`config.mk`:
```
export PLATFORM = sky130hd
export DESIGN_NAME = looping_note_event_scheduler
export DESIGN_NICKNAME = d
export VERILOG_FILES = /design/src/hdl/lnes_pkg.sv /design/src/hdl/lnes_ram.sv /design/src/hdl/looping_note_event_scheduler.sv
export SDC_FILE = /design/constraint.sdc
export NUM_CORES = 2
export LEC_CHECK = 0
export BUFFER_PORTS_ARGS = -buffer_cell sky130_fd_sc_hd__buf_2
export CORE_ASPECT_RATIO = 0.9
export CORE_UTILIZATION = 45
export CTS_BUF_LIST = sky130_fd_sc_hd__clkbuf_2 sky130_fd_sc_hd__clkbuf_4 sky130_fd_sc_hd__clkbuf_8
export DETAILED_ROUTE_END_ITERATION = 12
export GPL_TIMING_DRIVEN = 1
export PLACE_DENSITY = 0.66
export SYNTH_ARGS = -nofsm -noshare
export SYNTH_HDL_FRONTEND = slang
export SYNTH_SLANG_ARGS = --single-unit
export TNS_END_PERCENT = 1
```
`constraint.sdc`:
```
create_clock -name clock -period 6.7 [get_ports clock]
set_clock_uncertainty 0.05 [all_clocks]
set_input_delay 0.67 -clock clock [delete_from_list [all_inputs] [get_ports clock]]
set_output_delay 0.67 -clock clock [all_outputs]
set_load 0.01 [all_outputs]
```
`src/hdl/lnes_pkg.sv`:
```
// ----------------------------------------------------------------------------
// Looping note event scheduler package
// Shared types and constants: operation codes, register indexes, field widths
// and the sequencer state type.
// ----------------------------------------------------------------------------
package lnes_pkg;

   localparam int OP_W       = 2;
   localparam int ELAPSED_W  = 20;
   localparam int INDEX_W    = 5;
   localparam int TIME_MS_W  = 20;
   localparam int MSG_W      = 24;
   localparam int CSR_IDX_W  = 3;
   localparam int CSR_DATA_W = 20;
   localparam int CNT_W      = 6;
   localparam int BPM_W      = 10;
   localparam int POS_W      = 32;
   localparam int TIME_US_W  = 30;
   localparam int PROD_W     = ELAPSED_W + BPM_W;
   localparam int DIV_STEPS  = PROD_W;
   localparam int DIV_CNT_W  = 5;
   localparam int US_PER_MS  = 1000;

   localparam logic [OP_W-1:0] OP_TICK  = 2'd0;
   localparam logic [OP_W-1:0] OP_START = 2'd1;
   localparam logic [OP_W-1:0] OP_STOP  = 2'd2;
   localparam logic [OP_W-1:0] OP_LOAD  = 2'd3;

   localparam logic [CSR_IDX_W-1:0] CSR_LOOP_LENGTH  = 3'd0;
   localparam logic [CSR_IDX_W-1:0] CSR_NOTE_COUNT   = 3'd1;
   localparam logic [CSR_IDX_W-1:0] CSR_ORIGINAL_BPM = 3'd2;
   localparam logic [CSR_IDX_W-1:0] CSR_TEMPO_BPM    = 3'd3;
   localparam logic [CSR_IDX_W-1:0] CSR_TEMPO_OVR    = 3'd4;

   typedef enum logic [2:0] {
      ST_IDLE,
      ST_DIV,
      ST_SUM,
      ST_SETUP,
      ST_SCAN,
      ST_FLUSH
   } lnes_state_type;

endpackage

```
`src/hdl/lnes_ram.sv`:
```
// ----------------------------------------------------------------------------
// Generic single-port-write, single-port-read RAM
// One write and one read per cycle; the read data is registered and held
// while no read is requested.
// ----------------------------------------------------------------------------
module lnes_ram #(
   parameter int WIDTH = 8,
   parameter int DEPTH = 32
) (
   input  logic                                     clock,
   input  logic                                     wr_en,
   input  logic [((DEPTH > 1) ? $clog2(DEPTH) : 1)-1:0] wr_addr,
   input  logic [WIDTH-1:0]                         wr_data,
   input  logic                                     rd_en,
   input  logic [((DEPTH > 1) ? $clog2(DEPTH) : 1)-1:0] rd_addr,
   output logic [WIDTH-1:0]                         rd_data
);

   logic [WIDTH-1:0] mem_ff [DEPTH];
   logic [WIDTH-1:0] rd_data_ff;

   always_ff @(posedge clock) begin
      if (wr_en) begin
         mem_ff[wr_addr] <= wr_data;
      end
      if (rd_en) begin
         rd_data_ff <= mem_ff[rd_addr];
      end
   end

   assign rd_data = rd_data_ff;

endmodule

```
`src/hdl/looping_note_event_scheduler.sv`:
```
// ----------------------------------------------------------------------------
// Looping note event scheduler
// Plays a table of timestamped three-byte note messages in a loop, driven by
// start, stop, load and tick beats.
// ----------------------------------------------------------------------------
// Start, stop and load beats complete in the cycle they are accepted, as does
// a tick while stopped. A tick while playing holds off further requests while
// it runs through the sum, setup, scan and flush states. The bit-serial tempo
// divider is used when the override is on and the original tempo is not zero.
// A second pass over the table is added when the position wraps. A tick with
// an empty loop returns to idle after the setup state, with no scan. The scan
// and the flush stall while the result register is full and not taken. The
// table is held in one RAM whose single read port sets the scan length. The
// table has no clearing pass: entries read before they are loaded give
// undefined data.
module looping_note_event_scheduler
   import lnes_pkg::*;
#(
   parameter int NOTE_DEPTH = 32
) (
   input  logic                  clock,
   input  logic                  reset,
   input  logic                  req_valid,
   output logic                  req_ready,
   input  logic [OP_W-1:0]       req_operation,
   input  logic [ELAPSED_W-1:0]  req_elapsed_us,
   input  logic [INDEX_W-1:0]    req_entry_index,
   input  logic [TIME_MS_W-1:0]  req_entry_time_ms,
   input  logic [MSG_W-1:0]      req_entry_message,
   output logic                  rsp_valid,
   input  logic                  rsp_ready,
   output logic [MSG_W-1:0]      rsp_note_message,
   output logic                  rsp_last,
   input  logic                  csr_valid,
   output logic                  csr_ready,
   input  logic [CSR_IDX_W-1:0]  csr_index,
   input  logic [CSR_DATA_W-1:0] csr_data
);

   localparam int AW     = (NOTE_DEPTH > 1) ? $clog2(NOTE_DEPTH) : 1;
   localparam int CW     = $clog2(NOTE_DEPTH + 1);
   localparam int RAM_W  = TIME_US_W + MSG_W;
   localparam logic [CNT_W-1:0] DEPTH_LIMIT = CNT_W'(NOTE_DEPTH);
   localparam logic [DIV_CNT_W-1:0] DIV_LAST = DIV_CNT_W'(DIV_STEPS - 1);

   lnes_state_type state_ff, state_in;

   logic [TIME_MS_W-1:0] loop_len_ff;
   logic [CNT_W-1:0]     note_cnt_ff;
   logic [BPM_W-1:0]     orig_bpm_ff;
   logic [BPM_W-1:0]     tempo_bpm_ff;
   logic                 tempo_ovr_ff;

   logic             playing_ff, playing_in;
   logic [POS_W-1:0] position_ff, position_in;
   logic [POS_W-1:0] prev_ff, prev_in;
   logic             prev_neg_ff, prev_neg_in;

   logic [PROD_W-1:0]    quo_ff, quo_in;
   logic [BPM_W-1:0]     rem_ff, rem_in;
   logic [DIV_CNT_W-1:0] div_cnt_ff, div_cnt_in;
   logic [POS_W-1:0]     pos_ff, pos_in;
   logic [TIME_US_W-1:0] len_ff, len_in;
   logic [POS_W-1:0]     upper_ff, upper_in;
   logic [POS_W-1:0]     new_pos_ff, new_pos_in;
   logic                 wrap_ff, wrap_in;
   logic                 pass_ff, pass_in;
   logic [CW-1:0]        scan_addr_ff, scan_addr_in;
   logic                 data_vld_ff, data_vld_in;
   logic                 pend_vld_ff, pend_vld_in;
   logic [MSG_W-1:0]     pend_msg_ff, pend_msg_in;

   logic             rsp_valid_ff, rsp_valid_in;
   logic [MSG_W-1:0] rsp_msg_ff, rsp_msg_in;
   logic             rsp_last_ff, rsp_last_in;

   logic                 ram_wr_en;
   logic [RAM_W-1:0]     ram_wr_data;
   logic                 ram_rd_en;
   logic [RAM_W-1:0]     ram_rd_data;
   logic [TIME_US_W-1:0] scan_time;
   logic [MSG_W-1:0]     scan_msg;
   logic [TIME_US_W-1:0] load_time;
   logic [PROD_W-1:0]    product;
   logic [CW-1:0]        active_cnt;
   logic                 out_free;
   logic                 hit;
   logic                 stall;
   logic                 push;
   logic                 push_last;
   logic [BPM_W:0]       trial;
   logic [POS_W:0]       pos_sum;

   assign load_time   = TIME_US_W'(req_entry_time_ms) * TIME_US_W'(US_PER_MS);
   assign ram_wr_data = {load_time, req_entry_message};
   assign product     = PROD_W'(req_elapsed_us) * PROD_W'(tempo_bpm_ff);
   assign scan_time   = ram_rd_data[RAM_W-1:MSG_W];
   assign scan_msg    = ram_rd_data[MSG_W-1:0];
   assign active_cnt  = (note_cnt_ff > DEPTH_LIMIT) ? CW'(NOTE_DEPTH) : note_cnt_ff[CW-1:0];
   assign out_free    = !rsp_valid_ff || rsp_ready;
   assign trial       = {rem_ff, quo_ff[PROD_W-1]};
   assign pos_sum     = {1'b0, position_ff} + (POS_W + 1)'(quo_ff);

   always_comb begin
      if (!data_vld_ff) begin
         hit = 1'b0;
      end else if (pass_ff) begin
         hit = POS_W'(scan_time) <= new_pos_ff;
      end else begin
         hit = (prev_neg_ff || (prev_ff < POS_W'(scan_time))) && (POS_W'(scan_time) <= upper_ff);
      end
   end

   assign stall = hit && pend_vld_ff && !out_free;

   lnes_ram #(
      .WIDTH (RAM_W),
      .DEPTH (NOTE_DEPTH)
   ) u_table (
      .clock   (clock),
      .wr_en   (ram_wr_en),
      .wr_addr (req_entry_index[AW-1:0]),
      .wr_data (ram_wr_data),
      .rd_en   (ram_rd_en),
      .rd_addr (scan_addr_ff[AW-1:0]),
      .rd_data (ram_rd_data)
   );

   always_comb begin
      state_in     = state_ff;
      playing_in   = playing_ff;
      position_in  = position_ff;
      prev_in      = prev_ff;
      prev_neg_in  = prev_neg_ff;
      quo_in       = quo_ff;
      rem_in       = rem_ff;
      div_cnt_in   = div_cnt_ff;
      pos_in       = pos_ff;
      len_in       = len_ff;
      upper_in     = upper_ff;
      new_pos_in   = new_pos_ff;
      wrap_in      = wrap_ff;
      pass_in      = pass_ff;
      scan_addr_in = scan_addr_ff;
      data_vld_in  = data_vld_ff;
      pend_vld_in  = pend_vld_ff;
      pend_msg_in  = pend_msg_ff;
      ram_wr_en    = 1'b0;
      ram_rd_en    = 1'b0;
      push         = 1'b0;
      push_last    = 1'b0;
      case (state_ff)
         ST_IDLE: begin
            if (req_valid) begin
               case (req_operation)
                  OP_START: begin
                     playing_in  = 1'b1;
                     position_in = '0;
                  end
                  OP_STOP: begin
                     playing_in  = 1'b0;
                     position_in = '0;
                     prev_in     = '0;
                     prev_neg_in = 1'b0;
                  end
                  OP_LOAD: begin
                     ram_wr_en = !playing_ff && ({1'b0, req_entry_index} < DEPTH_LIMIT);
                  end
                  OP_TICK: begin
                     if (playing_ff) begin
                        if (tempo_ovr_ff && (orig_bpm_ff != '0)) begin
                           quo_in     = product;
                           rem_in     = '0;
                           div_cnt_in = '0;
                           state_in   = ST_DIV;
                        end else begin
                           quo_in   = PROD_W'(req_elapsed_us);
                           state_in = ST_SUM;
                        end
                     end
                  end
                  default: begin
                  end
               endcase
            end
         end
         ST_DIV: begin
            if (trial >= {1'b0, orig_bpm_ff}) begin
               rem_in = BPM_W'(trial - {1'b0, orig_bpm_ff});
               quo_in = {quo_ff[PROD_W-2:0], 1'b1};
            end else begin
               rem_in = trial[BPM_W-1:0];
               quo_in = {quo_ff[PROD_W-2:0], 1'b0};
            end
            div_cnt_in = div_cnt_ff + 1'b1;
            if (div_cnt_ff == DIV_LAST) begin
               state_in = ST_SUM;
            end
         end
         ST_SUM: begin
            pos_in   = pos_sum[POS_W] ? {POS_W{1'b1}} : pos_sum[POS_W-1:0];
            len_in   = TIME_US_W'(loop_len_ff) * TIME_US_W'(US_PER_MS);
            state_in = ST_SETUP;
         end
         ST_SETUP: begin
            if (loop_len_ff == '0) begin
               position_in = '0;
               prev_in     = '0;
               prev_neg_in = 1'b0;
               state_in    = ST_IDLE;
            end else begin
               wrap_in      = POS_W'(len_ff) < pos_ff;
               upper_in     = (pos_ff < POS_W'(len_ff)) ? pos_ff : POS_W'(len_ff);
               new_pos_in   = (POS_W'(len_ff) < pos_ff) ? pos_ff - POS_W'(len_ff) : pos_ff;
               pass_in      = 1'b0;
               scan_addr_in = '0;
               data_vld_in  = 1'b0;
               state_in     = ST_SCAN;
            end
         end
         ST_SCAN: begin
            if (!stall) begin
               if (hit) begin
                  push        = pend_vld_ff;
                  pend_vld_in = 1'b1;
                  pend_msg_in = scan_msg;
               end
               if (scan_addr_ff < active_cnt) begin
                  ram_rd_en    = 1'b1;
                  scan_addr_in = scan_addr_ff + 1'b1;
                  data_vld_in  = 1'b1;
               end else begin
                  data_vld_in = 1'b0;
                  if (!data_vld_ff) begin
                     if (!pass_ff && wrap_ff) begin
                        pass_in      = 1'b1;
                        scan_addr_in = '0;
                     end else begin
                        state_in = ST_FLUSH;
                     end
                  end
               end
            end
         end
         ST_FLUSH: begin
            if (!pend_vld_ff || out_free) begin
               push        = pend_vld_ff;
               push_last   = 1'b1;
               pend_vld_in = 1'b0;
               position_in = new_pos_ff;
               prev_in     = new_pos_ff;
               prev_neg_in = 1'b0;
               state_in    = ST_IDLE;
            end
         end
         default: begin
            state_in = ST_IDLE;
         end
      endcase

      rsp_valid_in = rsp_valid_ff;
      rsp_msg_in   = rsp_msg_ff;
      rsp_last_in  = rsp_last_ff;
      if (push) begin
         rsp_valid_in = 1'b1;
         rsp_msg_in   = pend_msg_ff;
         rsp_last_in  = push_last;
      end else if (rsp_ready) begin
         rsp_valid_in = 1'b0;
      end
   end

   always_ff @(posedge clock) begin
      if (reset) begin
         state_ff     <= ST_IDLE;
         loop_len_ff  <= '0;
         note_cnt_ff  <= '0;
         orig_bpm_ff  <= BPM_W'(120);
         tempo_bpm_ff <= BPM_W'(120);
         tempo_ovr_ff <= 1'b0;
         playing_ff   <= 1'b0;
         position_ff  <= '0;
         prev_ff      <= '0;
         prev_neg_ff  <= 1'b1;
         div_cnt_ff   <= '0;
         pass_ff      <= 1'b0;
         scan_addr_ff <= '0;
         data_vld_ff  <= 1'b0;
         pend_vld_ff  <= 1'b0;
         rsp_valid_ff <= 1'b0;
      end else begin
         state_ff     <= state_in;
         playing_ff   <= playing_in;
         position_ff  <= position_in;
         prev_ff      <= prev_in;
         prev_neg_ff  <= prev_neg_in;
         div_cnt_ff   <= div_cnt_in;
         pass_ff      <= pass_in;
         scan_addr_ff <= scan_addr_in;
         data_vld_ff  <= data_vld_in;
         pend_vld_ff  <= pend_vld_in;
         rsp_valid_ff <= rsp_valid_in;
         if (csr_valid) begin
            case (csr_index)
               CSR_LOOP_LENGTH:  loop_len_ff  <= csr_data[TIME_MS_W-1:0];
               CSR_NOTE_COUNT:   note_cnt_ff  <= csr_data[CNT_W-1:0];
               CSR_ORIGINAL_BPM: orig_bpm_ff  <= csr_data[BPM_W-1:0];
               CSR_TEMPO_BPM:    tempo_bpm_ff <= csr_data[BPM_W-1:0];
               CSR_TEMPO_OVR:    tempo_ovr_ff <= csr_data[0];
               default: begin
               end
            endcase
         end
      end
   end

   always_ff @(posedge clock) begin
      quo_ff      <= quo_in;
      rem_ff      <= rem_in;
      pos_ff      <= pos_in;
      len_ff      <= len_in;
      upper_ff    <= upper_in;
      new_pos_ff  <= new_pos_in;
      wrap_ff     <= wrap_in;
      pend_msg_ff <= pend_msg_in;
      rsp_msg_ff  <= rsp_msg_in;
      rsp_last_ff <= rsp_last_in;
   end

   assign req_ready        = (state_ff == ST_IDLE);
   assign csr_ready        = 1'b1;
   assign rsp_valid        = rsp_valid_ff;
   assign rsp_note_message = rsp_msg_ff;
   assign rsp_last         = rsp_last_ff;

`ifndef SYNTHESIS
   a_idle_no_pending: assert property (@(posedge clock) disable iff (reset)
      (state_ff == ST_IDLE) |-> !pend_vld_ff)
      else $error("pending message left behind when the tick finished");

   a_data_only_in_scan: assert property (@(posedge clock) disable iff (reset)
      data_vld_ff |-> (state_ff == ST_SCAN))
      else $error("table read data marked valid outside a scan");

   a_scan_in_range: assert property (@(posedge clock) disable iff (reset)
      (state_ff == ST_SCAN) |-> (scan_addr_ff <= active_cnt))
      else $error("scan address beyond the active note count");

   a_flush_marks_last: assert property (@(posedge clock) disable iff (reset)
      ((state_ff == ST_FLUSH) && pend_vld_ff && out_free) |=> (rsp_valid && rsp_last))
      else $error("final message of a tick not flagged as last");

   a_scan_no_last: assert property (@(posedge clock) disable iff (reset)
      ((state_ff == ST_SCAN) && push) |=> (rsp_valid && !rsp_last))
      else $error("message flagged as last before the tick finished");
`endif

endmodule
```
# Word level (Yosys, flattened, before mapping)
# Memories as Yosys holds them, arrays and structs flattened. A register that Yosys moved wholly into a read port is not among the register bits.
# Index checks and enable logic that the tools add are counted.
# Widths: inputs -> output; s select.
[totals] romBits=0 n_memories=1 inputBits=99 out_inout_bits=28 wordCells=201 mem_bits_rw=1632 latchBits=0 register_bits=398
[op_classes] n_bitwise=2 eq_ne=31 muxes=80 n_mul=3 magnitude_cmp=8 div_mod_pow=0 n_shift=0 reduce_logical=42 add_sub_neg=5
[memory_table] memory="u_table.mem_ff" depth=32 width=51 rd=1 rd_clocked_by_memory_dff=1 write_ports=1 line_no="lnes_ram.sv:19" text="logic [WIDTH-1:0] mem_ff [DEPTH];"
[ops] operator="$mux 32" n=7
[ops] operator="$pmux 32 s3" n=2
[ops] operator="$mux 30" n=5
[ops] operator="$le 30x32->1" n=2
[ops] operator="$lt 32x30->1" n=2
[ops] operator="$pmux 30 s2" n=1
[ops] operator="$mul 20x7->27 const B" n=2
[ops] operator="$mux 10" n=5
[ops] operator="$mux 6" n=6
[ops] operator="$add 32x30->33" n=1
[ops] operator="$lt 30x32->1" n=1
[ops] operator="$sub 32x30->32" n=1
[ops] operator="$mul 20x10->30" n=1
[ops] operator="$mux 3" n=10
[ops] operator="$mux 1" n=29
[ops] operator="$ne 2x2->1 const B" n=12
[ops] operator="$logic_not 20->1" n=1
[ops] operator="$mux 5" n=4
[ops] operator="$pmux 10 s2" n=1
[ops] operator="$reduce_and 5->1" n=4
[ops] operator="$pmux 3 s6" n=1
[ops] operator="$eq 3x2->1 const B" n=4
[ops] operator="$pmux 6 s2" n=1
[ops] operator="$reduce_and 2->1" n=6
[ops] operator="other kinds (31)" n=62

# Depth between registers and ports, before layout
[logic_depth] depth_word=10 ltp_mapped=23 mapped_depth_nobuf=22

# Hierarchy
# From an unflattened synthesis, not the netlist that was laid out.
[unflattened] cells_unflattened=7138 hier_area_um2=100151.1
[modules_own_cells] module="lnes_ram" area_per_inst_um2=68808.5 seq_area_each_um2=53511.3 cells_per_inst=3778 instances=1
[modules_own_cells] module="looping_note_event_scheduler" area_per_inst_um2=31342.6 seq_area_each_um2=9018.6 cells_per_inst=3360 instances=1

# Worst setup path after synthesis
# OpenSTA, ideal clock, no wires.
[synth_timing] path_kind="input -> register" from="input port req_elapsed_us[15]" to="register quo_ff[29], data pin" path_stages=21 setup_ps=256 slack_ps=524 n_path_buf=2 t_arrival_ps=5870 t_required_ps=6394 path_cell_list="clkbuf_1 nand2_1 fa_1 inv_1 fa_1 fa_1 fa_1 inv_1 fa_1 inv_1 ha_1 buf_2 a2111o_1 or3_1 o2111ai_1 o21ai_1 o31ai_4 o21ai_1 a31oi_1 xnor2_1 a22o_1"
[synth_via] elab_chain_cells=6
[synth_rtl] item="start: declaration" line_no="looping_note_event_scheduler.sv:26" text="input logic [ELAPSED_W-1:0] req_elapsed_us,"
[synth_rtl] item="$mul 20x10->30" line_no="looping_note_event_scheduler.sv:96" text="assign product = PROD_W'(req_elapsed_us) * PROD_W'(tempo_bpm_ff);"
[synth_rtl] item="$mux 30" line_no="looping_note_event_scheduler.sv:171" text="if (tempo_ovr_ff && (orig_bpm_ff != '0)) begin"
[synth_rtl] item="$mux 30" line_no="looping_note_event_scheduler.sv:170" text="if (playing_ff) begin"
[synth_rtl] item="$mux 30" line_no="looping_note_event_scheduler.sv:155" text="case (req_operation)"
[synth_rtl] item="$mux 30" line_no="looping_note_event_scheduler.sv:154" text="if (req_valid) begin"
[synth_rtl] item="$pmux 30 s2" line_no="looping_note_event_scheduler.sv:152" text="case (state_ff)"
[synth_rtl] item="net quo_in[29]" line_no="looping_note_event_scheduler.sv:59" text="logic [PROD_W-1:0] quo_ff, quo_in;"
[synth_rtl] item="end signal: assignment" line_no="looping_note_event_scheduler.sv:318" text="quo_ff <= quo_in;"
[synth_rtl] item="end: declaration" line_no="looping_note_event_scheduler.sv:59"
# The timed path passes the listed nets, and every way through them passes these cells. The select of a mux whose other input is x is not followed.
# A chain may end at the register's enable or synchronous reset.

# Worst setup path in the final report
[layout_timing] from="register tempo_bpm_ff[6]" to="register quo_ff[29], data pin"
[layout_via] elab_chain_cells=6
[layout_rtl] item="start: declaration" line_no="looping_note_event_scheduler.sv:51" text="logic [BPM_W-1:0] tempo_bpm_ff;"
[layout_rtl] item="start signal: assignment" line_no="looping_note_event_scheduler.sv:308" text="CSR_TEMPO_BPM: tempo_bpm_ff <= csr_data[BPM_W-1:0];"
[layout_rtl] item="$mul 20x10->30" line_no="looping_note_event_scheduler.sv:96"
[layout_rtl] item="$mux 30" line_no="looping_note_event_scheduler.sv:171"
[layout_rtl] item="$mux 30" line_no="looping_note_event_scheduler.sv:170"
[layout_rtl] item="$mux 30" line_no="looping_note_event_scheduler.sv:155"
[layout_rtl] item="$mux 30" line_no="looping_note_event_scheduler.sv:154"
[layout_rtl] item="$pmux 30 s2" line_no="looping_note_event_scheduler.sv:152"
[layout_rtl] item="net quo_in[29]" line_no="looping_note_event_scheduler.sv:59"
# The timed path passes the listed nets, and every way through them passes these cells. The select of a mux whose other input is x is not followed.

==> impl_metrics.tcl <==
set metrics [dict create \
    r2r_slack_ns 0.33 \
    synthArstFlopShare 0 \
    io_buffer_count 125 \
    seq_area_frac_synth 0.631 \
    use_met3 0.0390 \
    cts_root_buf "clkbuf_8" \
    comb_power_share 0.195 \
    overflow 0 \
    core_area_sq_um 208000 \
    area_growth_pct 12.1 \
    drt_iter0_markers 4714 \
    firstDrtPassIters 5 \
    place_ws_ns 0.144 \
    period_needed_ns 6.37 \
    dieHeight_um 436 \
    fin_setup_tns_ns 0 \
    dieWidth_um 485 \
    hold_viol_final 0 \
    max_stage_delay_ns 0.77 \
    io_pins 127 \
    synth_compound_area_frac 0.0423 \
    p_int_mw 24.6 \
    drv_cap 0 \
    power_frac_clock 0.310 \
    cts_buffers 333 \
    dieArea_sq_um 211000 \
    ys_top_cells_by_area "edfxtp_1 (60%), mux4_2 (12%), fa_1 (6.1%), ha_1 (4.7%), dfxtp_1 (2.7%)" \
    yosysMostFrequentCell "edfxtp_1" \
    nets 6809 \
    yosys.area_share.simple 0.0448 \
    rsz0062_at_grt "no" \
    dp.cells 8448 \
    max_freq_ghz 0.157 \
    synth_xor_area_frac 0.0107 \
    critPathArrivalTime_ns 7.04 \
    hold_path_class "input pin to register" \
    ys_ff_latch 2024 \
    layout-drive-gt1-share 0.228 \
    cp-start-kind "register" \
    p_sw_mw 9.71 \
    layout.cells.non_filler 9068 \
    cp_max_fo 17 \
    synthTopCellsByCount "edfxtp_1 (1,896), inv_1 (514), mux4_2 (510), nand2_1 (429), ha_1 (355)" \
    vias 51500 \
    clkSinkCount 2024 \
    wire_per_inst_um 25.5 \
    clockBufferDepth 4 \
    hpwl_um 140000 \
    use_met1 0.302 \
    peakVddDrop_v 0.000607 \
    initial_core_util 0.452 \
    grt_pass1_wl_um 344000 \
    met2_usage 0.359 \
    worst-path-buf-inv 2 \
    ant_nets 0 \
    final_core_util 0.507 \
    grt_start_max_net_pins 151 \
    slew_headroom 0.144 \
    maxSlewViolCount 0 \
    p_sw_frac 0.283 \
    fin_hold_ws_ns 0.0903 \
    synth_top_family_by_area "multiplexers" \
    synth_adder_area_share 0.108 \
    place.gp.congestion 0.864 \
    h-tree-depth 5 \
    viasPerCell 5.68 \
    worstSetupPathType "register to register" \
    worst_slew_pin_slew_ns 1.28 \
    crit_path_top_delay_cell "dfxtp_1" \
    setup_slack_ns 0.329 \
    p_leak_nw 37.5 \
    period_share 0.951 \
    syn-mean-instance-area_sq_um 16.6 \
    cts_tree "yes" \
    antenna_found_initial 20 \
    crit_chain "and2_1, fa_1, fa_1, fa_1, fa_1, inv_1, fa_1, inv_1, ha_1, a21oi_1, o21ai_0, or3_1, o2111ai_1, o21ai_1, o31ai_4, o21ai_1, a31oi_1, xnor2_1, a22o_1" \
    grt_pass1_vias 52700 \
    fillers 17100 \
    synth_top_area_cell "edfxtp_1" \
    worstPathRequired_ns 7.37 \
    synth_mux_area_frac 0.134 \
    busiest_layer "met2" \
    p_seq_frac 0.494 \
    path_clk_slew_ns 0.06 \
    crit_family "adder cells" \
    power_mw 34.3 \
    ys_warn_count 0 \
    cpMostUsedCell "fa_1" \
    synthDistinctLibCells 84 \
    drc 0 \
    drt-total-wl_um 232000 \
    design_area_sq_um 106000 \
    power_density_nw_per_um2 324 \
    placed_cell_area_sq_um 99000 \
    gr-usage-all-layers 0.220 \
    status "complete, no violations" \
    finalSetupViolations 0 \
    synth_edf_count 1896 \
    netlist_area_sq_um 94300 \
    worstSkewPairLatency_ns 1.03 \
    postSynthCellCount 5689 \
    fp-row-count 159 \
    yosysTopAreaCellShare 0.604 \
    crit_path_end_kind "register" \
    yosys_most_used_dff "edfxtp_1" \
]
## final timing paths
kind	from	to	cells past startpoint
worst max-delay path	tempo_bpm_ff[6]$_SDFFE_PP1P_	quo_ff[29]$_DFFE_PP_	19
worst min-delay path	req_entry_message[15]	u_table.mem_ff[30][15]$_DFFE_PP_	1
worst max register to register	tempo_bpm_ff[6]$_SDFFE_PP1P_	quo_ff[29]$_DFFE_PP_	19
worst min register to register	u_table.rd_data[13]$_DFFE_PP_	pend_msg_ff[13]$_DFFE_PP_	0
## worst reg2reg max path, cell delays in order (launching register included)
cell and delay (ns):
dfxtp_1 0.77, and2_1 0.26, fa_1 0.45, fa_1 0.57
fa_1 0.44, fa_1 0.53, inv_1 0.06, fa_1 0.50
inv_1 0.05, ha_1 0.37, a21oi_1 0.19, o21ai_0 0.13
or3_1 0.39, o2111ai_1 0.31, o21ai_1 0.19, o31ai_4 0.25
o21ai_1 0.14, a31oi_1 0.22, xnor2_1 0.10, a22o_1 0.21
## registers in the layout, indices dropped and copies added (netlist names), 27 cells and up
register / flops
prev_ff: 29
upper_ff: 32
len_ff: 27
u_table.rd_data: 51
position_ff: 32
quo_ff: 30
new_pos_ff: 32
pos_ff: 32
u_table.mem_ff: 1632
## logic make-up after synthesis
group,after synthesis
AO/OA/AOI/OAI,632
flip-flops,2024
AND/OR/NAND/NOR,921
XOR/XNOR,115
other,2
buffers and inverters,744
adder cells (fa/ha/maj),640
multiplexers,611
## layout by cell type, fill, tap and decap left out, types with 34 or more instances in the layout
cell      Yosys  layout
dfxtp_1     128     123
nand4_1      35      35
ha_1        355     355
mux2_2       80      80
xor2_1       45      37
nor2_1      164     130
xnor2_1      70      59
and2_1      104     104
fa_1        285     285
clkinv_2      0      38
edfxtp_1   1896    1896
nand2_1     429     429
a21o_1       76      76
a21oi_1     233     230
mux4_2      510     510
nor3_1       36      34
buf_4         2     114
nand3_1      44      44
clkbuf_4      0      92
o21ai_0     126     126
clkbuf_8      0     354
clkinv_1      1      79
buf_2         8     124
inv_1       514     513
## layer usage
metal / routed length, um / vias to the layer above
met5: 298 / -
met4: 6150 / 16
met3: 15700 / 431
met2: 113000 / 1864
met1: 96500 / 26800
li1: - / 22400
## area by class of cell
class	instances	area (sq um)	area share
Sequential cell	2024	59500	0.563
Multi-Input combinational cell	2922	32400	0.307
Clock buffer	446	5560	0.0526
Tap cell	2737	3420	0.0324
Timing Repair Buffer	274	1960	0.0185
Inverter	515	1940	0.0184
Clock inverter	137	871	0.00824
Antenna cell	13	32.5	0.000308
## timing repair
item,CTS,global route
resized for setup,0,1
hold endpoints to repair,32,0
endpoints found under the setup margin,0,4
buffers inserted,0,0
hold buffers,24,0
## power by group through the flow
stage | combinational (mW) | clock, mW | sequential, mW
floorplan | 3.85 | 0 | 17.3
global placement | 6.47 | 0 | 17.2
detailed placement | 6.73 | 0 | 17.2
CTS | 6.76 | 10.9 | 16.9
global route | 7.45 | 11.4 | 16.9
finish | 6.70 | 10.6 | 16.9
Note: power is estimated with default switching activity, not from simulation.
